**src/rtl/core/lte_pkg.sv**
```systemverilog
package lte_pkg;

	localparam int CARRIERS = 8;
	localparam int BYTE_W   = 8;
	localparam int ROLE_W   = 2;
	localparam int TDATA_W  = (CARRIERS + 1) * BYTE_W;
	localparam int TUSER_IN_W  = 1;
	localparam int TUSER_OUT_W = ROLE_W;
	localparam int ADDR_W   = 3;

	// Group roles, which double as the phase codes.
	localparam logic [ROLE_W-1:0] ROLE_HEADER  = 2'd0;
	localparam logic [ROLE_W-1:0] ROLE_PAYLOAD = 2'd1;
	localparam logic [ROLE_W-1:0] ROLE_PASS    = 2'd2;

	// Register byte addresses.
	localparam logic [ADDR_W-1:0] REG_MODE_ADDR = 3'd0;

	localparam logic MODE_EMBED   = 1'b0;
	localparam logic MODE_EXTRACT = 1'b1;

	typedef logic [BYTE_W-1:0] byte_t;

	// Per-group decision from the control unit to the lanes and the output stage.
	typedef struct packed {
		logic [ROLE_W-1:0] role;
		logic              last;
		logic              embed;
	} ctrl_t;

endpackage

```
**src/rtl/core/lte_lane.sv**
```systemverilog
// One carrier byte: optional LSB replacement and LSB tap.
module lte_lane (
	input  lte_pkg::byte_t carrier,
	input  logic           embed,
	input  logic           msg_bit,
	output lte_pkg::byte_t data_out,
	output logic           lsb
);

	assign data_out = embed ? {carrier[lte_pkg::BYTE_W-1:1], msg_bit} : carrier;
	assign lsb      = carrier[0];

endmodule

```
**src/rtl/core/lte_ctrl.sv**
```systemverilog
// Phase tracker: header, payload count-down and pass-through.
module lte_ctrl (
	input  logic           clk,
	input  logic           arst_n,
	input  logic           accept,
	input  logic           start,
	input  logic           mode,
	input  lte_pkg::byte_t msg,
	input  lte_pkg::byte_t decoded,
	output lte_pkg::ctrl_t ctrl
);

	logic [lte_pkg::ROLE_W-1:0] phase_q;
	logic [lte_pkg::ROLE_W-1:0] phase_d;
	lte_pkg::byte_t             left_q;
	lte_pkg::byte_t             left_d;
	lte_pkg::byte_t             len;
	logic [lte_pkg::ROLE_W-1:0] role;
	logic                       last;

	assign len = (mode == lte_pkg::MODE_EXTRACT) ? decoded : msg;

	always_comb begin
		role    = start ? lte_pkg::ROLE_HEADER : phase_q;
		last    = 1'b0;
		phase_d = lte_pkg::ROLE_PASS;
		left_d  = left_q;
		unique case (role)
			lte_pkg::ROLE_HEADER: begin
				if (len == '0) begin
					last   = 1'b1;
					left_d = '0;
				end else begin
					phase_d = lte_pkg::ROLE_PAYLOAD;
					left_d  = len;
				end
			end
			lte_pkg::ROLE_PAYLOAD: begin
				// A count of zero here is treated as the final group.
				if (left_q <= lte_pkg::byte_t'(1)) begin
					last   = 1'b1;
					left_d = '0;
				end else begin
					phase_d = lte_pkg::ROLE_PAYLOAD;
					left_d  = left_q - lte_pkg::byte_t'(1);
				end
			end
			default: begin
				role = lte_pkg::ROLE_PASS;
			end
		endcase
	end

	assign ctrl.role  = role;
	assign ctrl.last  = last;
	assign ctrl.embed = (role != lte_pkg::ROLE_PASS) && (mode == lte_pkg::MODE_EMBED);

	always_ff @(posedge clk or negedge arst_n) begin
		if (!arst_n) begin
			phase_q <= lte_pkg::ROLE_HEADER;
			left_q  <= '0;
		end else if (accept) begin
			phase_q <= phase_d;
			left_q  <= left_d;
		end
	end

endmodule

```
**src/rtl/core/lsb_text_embed_extract.sv**
```systemverilog
// Each result is registered in the output buffer; the lanes and the control decode are combinational.
// Throughput: one group per cycle while s_tready is high; the phase and count registers form the loop.
// A two-entry output buffer lets one more group in while the master side stalls.
// Reset (arst_n low, asynchronous) selects embed mode, returns to the header phase
// with a zero count and empties the output buffer.
module lsb_text_embed_extract (
	input  logic                                clk,
	input  logic                                arst_n,
	// APB-style configuration port.
	input  logic                                psel,
	input  logic                                penable,
	input  logic                                pwrite,
	input  logic [lte_pkg::ADDR_W-1:0]          paddr,
	input  logic [31:0]                         pwdata,
	output logic [31:0]                         prdata,
	output logic                                pready,
	// Slave side: carrier groups.
	input  logic                                s_tvalid,
	output logic                                s_tready,
	// carrier_0 [7:0] ... carrier_7 [63:56], message_byte [71:64]
	input  logic [lte_pkg::TDATA_W-1:0]         s_tdata,
	// start_of_image [0]
	input  logic [lte_pkg::TUSER_IN_W-1:0]      s_tuser,
	// Master side: processed groups.
	output logic                                m_tvalid,
	input  logic                                m_tready,
	// out_0 [7:0] ... out_7 [63:56], decoded_byte [71:64]
	output logic [lte_pkg::TDATA_W-1:0]         m_tdata,
	// group_role [1:0]
	output logic [lte_pkg::TUSER_OUT_W-1:0]     m_tuser,
	// last_message_group
	output logic                                m_tlast
);

	localparam int RES_W = lte_pkg::TDATA_W + lte_pkg::TUSER_OUT_W + 1;

	logic                         mode_q;
	logic                         in_fire;
	logic                         out_free;
	lte_pkg::ctrl_t               ctrl;
	lte_pkg::byte_t               msg;
	logic [lte_pkg::CARRIERS-1:0] lsbs;
	lte_pkg::byte_t               decoded;
	logic [lte_pkg::CARRIERS*lte_pkg::BYTE_W-1:0] lanes_out;
	logic [RES_W-1:0]             result;
	logic [RES_W-1:0]             out_q;
	logic [RES_W-1:0]             skid_q;
	logic                         out_v_q;
	logic                         skid_v_q;

	// The configuration register. Writes to any address other than the mode
	// register are dropped; reads of those addresses return zero.
	assign pready = 1'b1;
	assign prdata = (paddr == lte_pkg::REG_MODE_ADDR) ? {31'd0, mode_q} : 32'd0;

	always_ff @(posedge clk or negedge arst_n) begin
		if (!arst_n) begin
			mode_q <= lte_pkg::MODE_EMBED;
		end else if (psel && penable && pwrite && pready &&
				paddr == lte_pkg::REG_MODE_ADDR) begin
			mode_q <= pwdata[0];
		end
	end

	// Input side is ready as long as the skid entry is free.
	assign s_tready = !skid_v_q;
	assign in_fire  = s_tvalid && s_tready;
	assign msg      = s_tdata[lte_pkg::TDATA_W-1 -: lte_pkg::BYTE_W];

	// Lane i handles carrier i, which carries message bit 7-i and contributes
	// bit 7-i of the decoded byte, so carrier 0 ends up as the MSB.
	for (genvar i = 0; i < lte_pkg::CARRIERS; i++) begin : g_lane
		lte_lane u_lane (
			.carrier  (s_tdata[i*lte_pkg::BYTE_W +: lte_pkg::BYTE_W]),
			.embed    (ctrl.embed),
			.msg_bit  (msg[lte_pkg::CARRIERS-1-i]),
			.data_out (lanes_out[i*lte_pkg::BYTE_W +: lte_pkg::BYTE_W]),
			.lsb      (lsbs[lte_pkg::CARRIERS-1-i])
		);
	end

	assign decoded = lsbs;

	// The control unit sees the gathered LSBs, since in extract mode the
	// header length comes from the carriers themselves.
	lte_ctrl u_ctrl (
		.clk     (clk),
		.arst_n  (arst_n),
		.accept  (in_fire),
		.start   (s_tuser[0]),
		.mode    (mode_q),
		.msg     (msg),
		.decoded (decoded),
		.ctrl    (ctrl)
	);

	// Merge the lane outputs with the decoded byte and the control decision.
	assign result = {ctrl.last, ctrl.role, decoded, lanes_out};

	// Two-entry output buffer. The output register is refilled from the skid
	// entry first, so transaction order is kept. While the skid entry is full
	// the input side is stalled, so no new result arrives in that case.
	assign out_free = !out_v_q || m_tready;

	always_ff @(posedge clk or negedge arst_n) begin
		if (!arst_n) begin
			out_v_q  <= 1'b0;
			skid_v_q <= 1'b0;
		end else if (out_free) begin
			if (skid_v_q) begin
				out_v_q  <= 1'b1;
				skid_v_q <= 1'b0;
			end else begin
				out_v_q <= in_fire;
			end
		end else if (in_fire) begin
			skid_v_q <= 1'b1;
		end
	end

	always_ff @(posedge clk) begin
		if (out_free) begin
			if (skid_v_q) begin
				out_q <= skid_q;
			end else if (in_fire) begin
				out_q <= result;
			end
		end else if (in_fire) begin
			skid_q <= result;
		end
	end

	assign m_tvalid = out_v_q;
	assign m_tdata  = out_q[lte_pkg::TDATA_W-1:0];
	assign m_tuser  = out_q[lte_pkg::TDATA_W +: lte_pkg::TUSER_OUT_W];
	assign m_tlast  = out_q[RES_W-1];

endmodule

```
**config.mk**
```make
export PLATFORM = sky130hd
export DESIGN_NAME = lsb_text_embed_extract
export DESIGN_NICKNAME = d
export VERILOG_FILES = /design/src/rtl/core/lte_pkg.sv /design/src/rtl/core/lte_lane.sv /design/src/rtl/core/lte_ctrl.sv /design/src/rtl/core/lsb_text_embed_extract.sv
export SDC_FILE = /design/constraint.sdc
export NUM_CORES = 1
export LEC_CHECK = 0
export ABC_CLOCK_PERIOD_IN_PS = 11850
export BUFFER_PORTS_ARGS = -buffer_cell sky130_fd_sc_hd__buf_2
export CAP_MARGIN = 20
export CELL_PAD_IN_SITES_DETAIL_PLACEMENT = 0
export CELL_PAD_IN_SITES_GLOBAL_PLACEMENT = 1
export CORE_ASPECT_RATIO = 1.5
export CORE_MARGIN = 5
export CORE_UTILIZATION = 25
export DETAILED_ROUTE_END_ITERATION = 12
export PLACE_DENSITY_LB_ADDON = 0.1
export SLEW_MARGIN = 20
export SYNTH_ARGS = -nofsm -noshare
export SYNTH_HDL_FRONTEND = slang
export SYNTH_SLANG_ARGS = --single-unit
```
**constraint.sdc**
```tcl
create_clock -name clk -period 11.85 [get_ports clk]
set_input_delay 1.7775 -clock clk [delete_from_list [all_inputs] [get_ports clk]]
set_output_delay 1.7775 -clock clk [all_outputs]
set_load 0.01 [all_outputs]
```
==> flow_summary.ini <==
[cts]
cts_tree = yes
cts_buffer_depth = 2
cts_resized = 0
cts_made_buffers = 17
insertion_delay_ns = 0.43
cts_root_buf = clkbuf_16
post-cts-setup-buffer-count = 0
clkTransAtPathRegs_ns = 0.06
cts_hold_buf = 0
clock_tree.htree_level_count = 4
clock-sinks = 163

[critical_path]
cp.arrival_ns = 2.37
crit_top_cell = buf_2
critPathKind = input port to primary output
crit_chain = buf_2 -> nor3_1 -> and2_1 -> buf_2
timing.critical_path.from_type = input port
critPathBufInv = 2
cp_top_family = simple AND/OR/NAND/NOR gates
crit_required_ns = 10.07
crit_path_end_kind = primary output
crit_fanout = 2
cp_slowest_cell = nor3_1
cp_slowest_stage_delay_ns = 0.21

[finish]
final_common_cell = buf_2
area_delta_synth_final_pct = 25.0
finalInstanceArea_um2 = 8350
n_antenna_cell = 0
final_nets = 676
drive_gt1_frac = 0.503
postLayoutCoreUtil = 0.315
final_cell_mix = buf_2, edfxtp_1, mux2_2

[sta]
period_share = 0.350
hold_viol = 0
setup_tns_ns = 0
post-route-min-period_ns = 4.14
setup_viol = 0
slew_violations = 0
clock.fmax_mhz = 241
tightest_slew_ns = 0.909
clock_skew_ns = 0.0108
fin_ws_ns = 7.71
relSlewSlack = 0.394
hold_ws_ns = 0.546
rsz0062_at_grt = false

[power]
power.density_nw_per_um2 = 175
p_leak_nw = 3.15
max-vdd-ir-drop_uv = 103

[placement]
pre_cts_ws_ns = 7.69
place_congestion = 0.746
hpwl_um = 11200
place_area_um2 = 7760
portBuffers = 161

[floorplan]
top_level_ports = 225
start_util = 0.252
die-height_um = 210
die_x_um = 144
die_area_um2 = 30200
placeableCoreArea_um2 = 26500
rows = 73

[logic_synthesis]
synth_ff_type = edfxtp_1
async_flop_share = 0.0798
ys_types = 44
synthCells = 390
synth-edff-count = 150
syn_area_um2 = 6680
yosysSeqAreaShare = 0.723
ys.warnings.count = 0
avgSynthCellArea_um2 = 17.1
ys_ff_latch = 163

[global_routing]
grt_pass1_vias = 4190
grt_start_max_net_pins = 76
grt_antenna_before_repair = 0
grt_pass1_wl_um = 24500
grt_use_total = 0.108
grt_overflow_total = 0

[drt]
num_vias = 3848
wire_per_inst_um = 17.8
drtIter0Drc = 187
wl_um = 16200
antenna_left = 0
drc = 0
via_per_inst = 4.23
firstDrtPassIters = 4

[outcome]
status = completed

[flow_run]
drv_cap = 0

[worst_hold_path]
hold_class = register to register
-- where the power goes --
| group | total [mW] | switching [mW] | internal [mW] | leakage, nW |
|---|---|---|---|---|
| Clock | 0.549 | 0.228 | 0.322 | 0.282 |
| Combinational | 0.197 | 0.114 | 0.0831 | 1.30 |
| Sequential | 0.714 | 0.0254 | 0.689 | 1.57 |
| Total | 1.46 | 0.367 | 1.09 | 3.15 |
-- metal layers --
layer | routed length, um | up-vias | share of wire | GRT usage
li1 | - | 1782 | - | -
met1 | 6370 | 1944 | 0.39 | 0.123
met2 | 8800 | 103 | 0.54 | 0.195
met3 | 727 | 19 | 0.045 | 0.0245
met4 | 279 | 0 | 0.017 | 0.0409
met5 | 0 | - | 0 | 0
-- cell type report --
| class | count | area (um^2) |
|---|---|---|
| clock buffers | 20 | 457 |
| clock inverters | 12 | 133 |
| fillers | 2691 | 18100 |
| inverters | 6 | 22.5 |
| multi-input cells | 206 | 1650 |
| flip-flops and latches | 163 | 4830 |
| well taps | 337 | 422 |
| repair buffers | 165 | 840 |
-- path summary, 6_finish.rpt --
path / start / endpoint / slack [ns] / cells after the start
max reg2reg: skid_v_q / skid_q[37] / 9.29 / 3
min in group asynchronous: arst_n / u_ctrl.phase_q[1] / 1.25 / 1
max in group asynchronous: arst_n / skid_v_q / 10.31 / 1
max: paddr[1] / prdata[0] / 7.71 / 4
min reg2reg: skid_q[16] / out_q[16] / 0.55 / 1
min: skid_q[16] / out_q[16] / 0.55 / 1
-- synth_stat cells (2+ instances only) --
cell type,number,share of area
o22a_2,2,0.0030
o21ai_0,10,0.0075
o21ai_1,2,0.0015
ha_1,2,0.0037
clkbuf_1,2,0.0011
or4_1,2,0.0022
mux2_2,81,0.14
edfxtp_1,150,0.67
buf_6,2,0.0034
buf_2,7,0.0052
o22ai_1,3,0.0028
nor4_1,3,0.0028
nor2_1,17,0.0095
nand2_1,10,0.0056
nor3_1,5,0.0037
o32ai_2,2,0.0049
a22o_1,4,0.0052
nand2b_1,3,0.0028
a31oi_1,3,0.0028
inv_1,5,0.0028
conb_1,2,0.0011
buf_4,32,0.036
dfrtp_1,13,0.049
mux2i_1,8,0.012
-- registers in the layout, summed over array words and instances (netlist names) --
| name | flops |
|---|---|
| u_ctrl.phase_q | 2 |
| m_tvalid | 1 |
| u_ctrl.left_q | 8 |
| skid_q | 75 |
| skid_v_q | 1 |
| mode_q | 1 |
| out_q | 75 |
-- cell families (layout without fill, tap and decap cells) --
kind of cell / after synthesis / after routing / share of synthesized area
fa+ha+maj: 2 / 2 / 0.00374
mux: 89 / 89 / 0.148
simple gates: 48 / 48 / 0.0350
flops: 163 / 163 / 0.723
buf+inv: 51 / 203 / 0.0504
other cells: 2 / 32 / 0.00112
compound gates: 35 / 35 / 0.0388
-- metrics by stage --
stage | power [mW] | std cells
after detailed placement | 0.930 | 877
final | 1.46 | 909
after global placement | 0.924 | 877
after global routing | 1.53 | 909
after floorplan | 0.858 | 420
after CTS | 1.49 | 909
(Power assumes the default switching activity.)
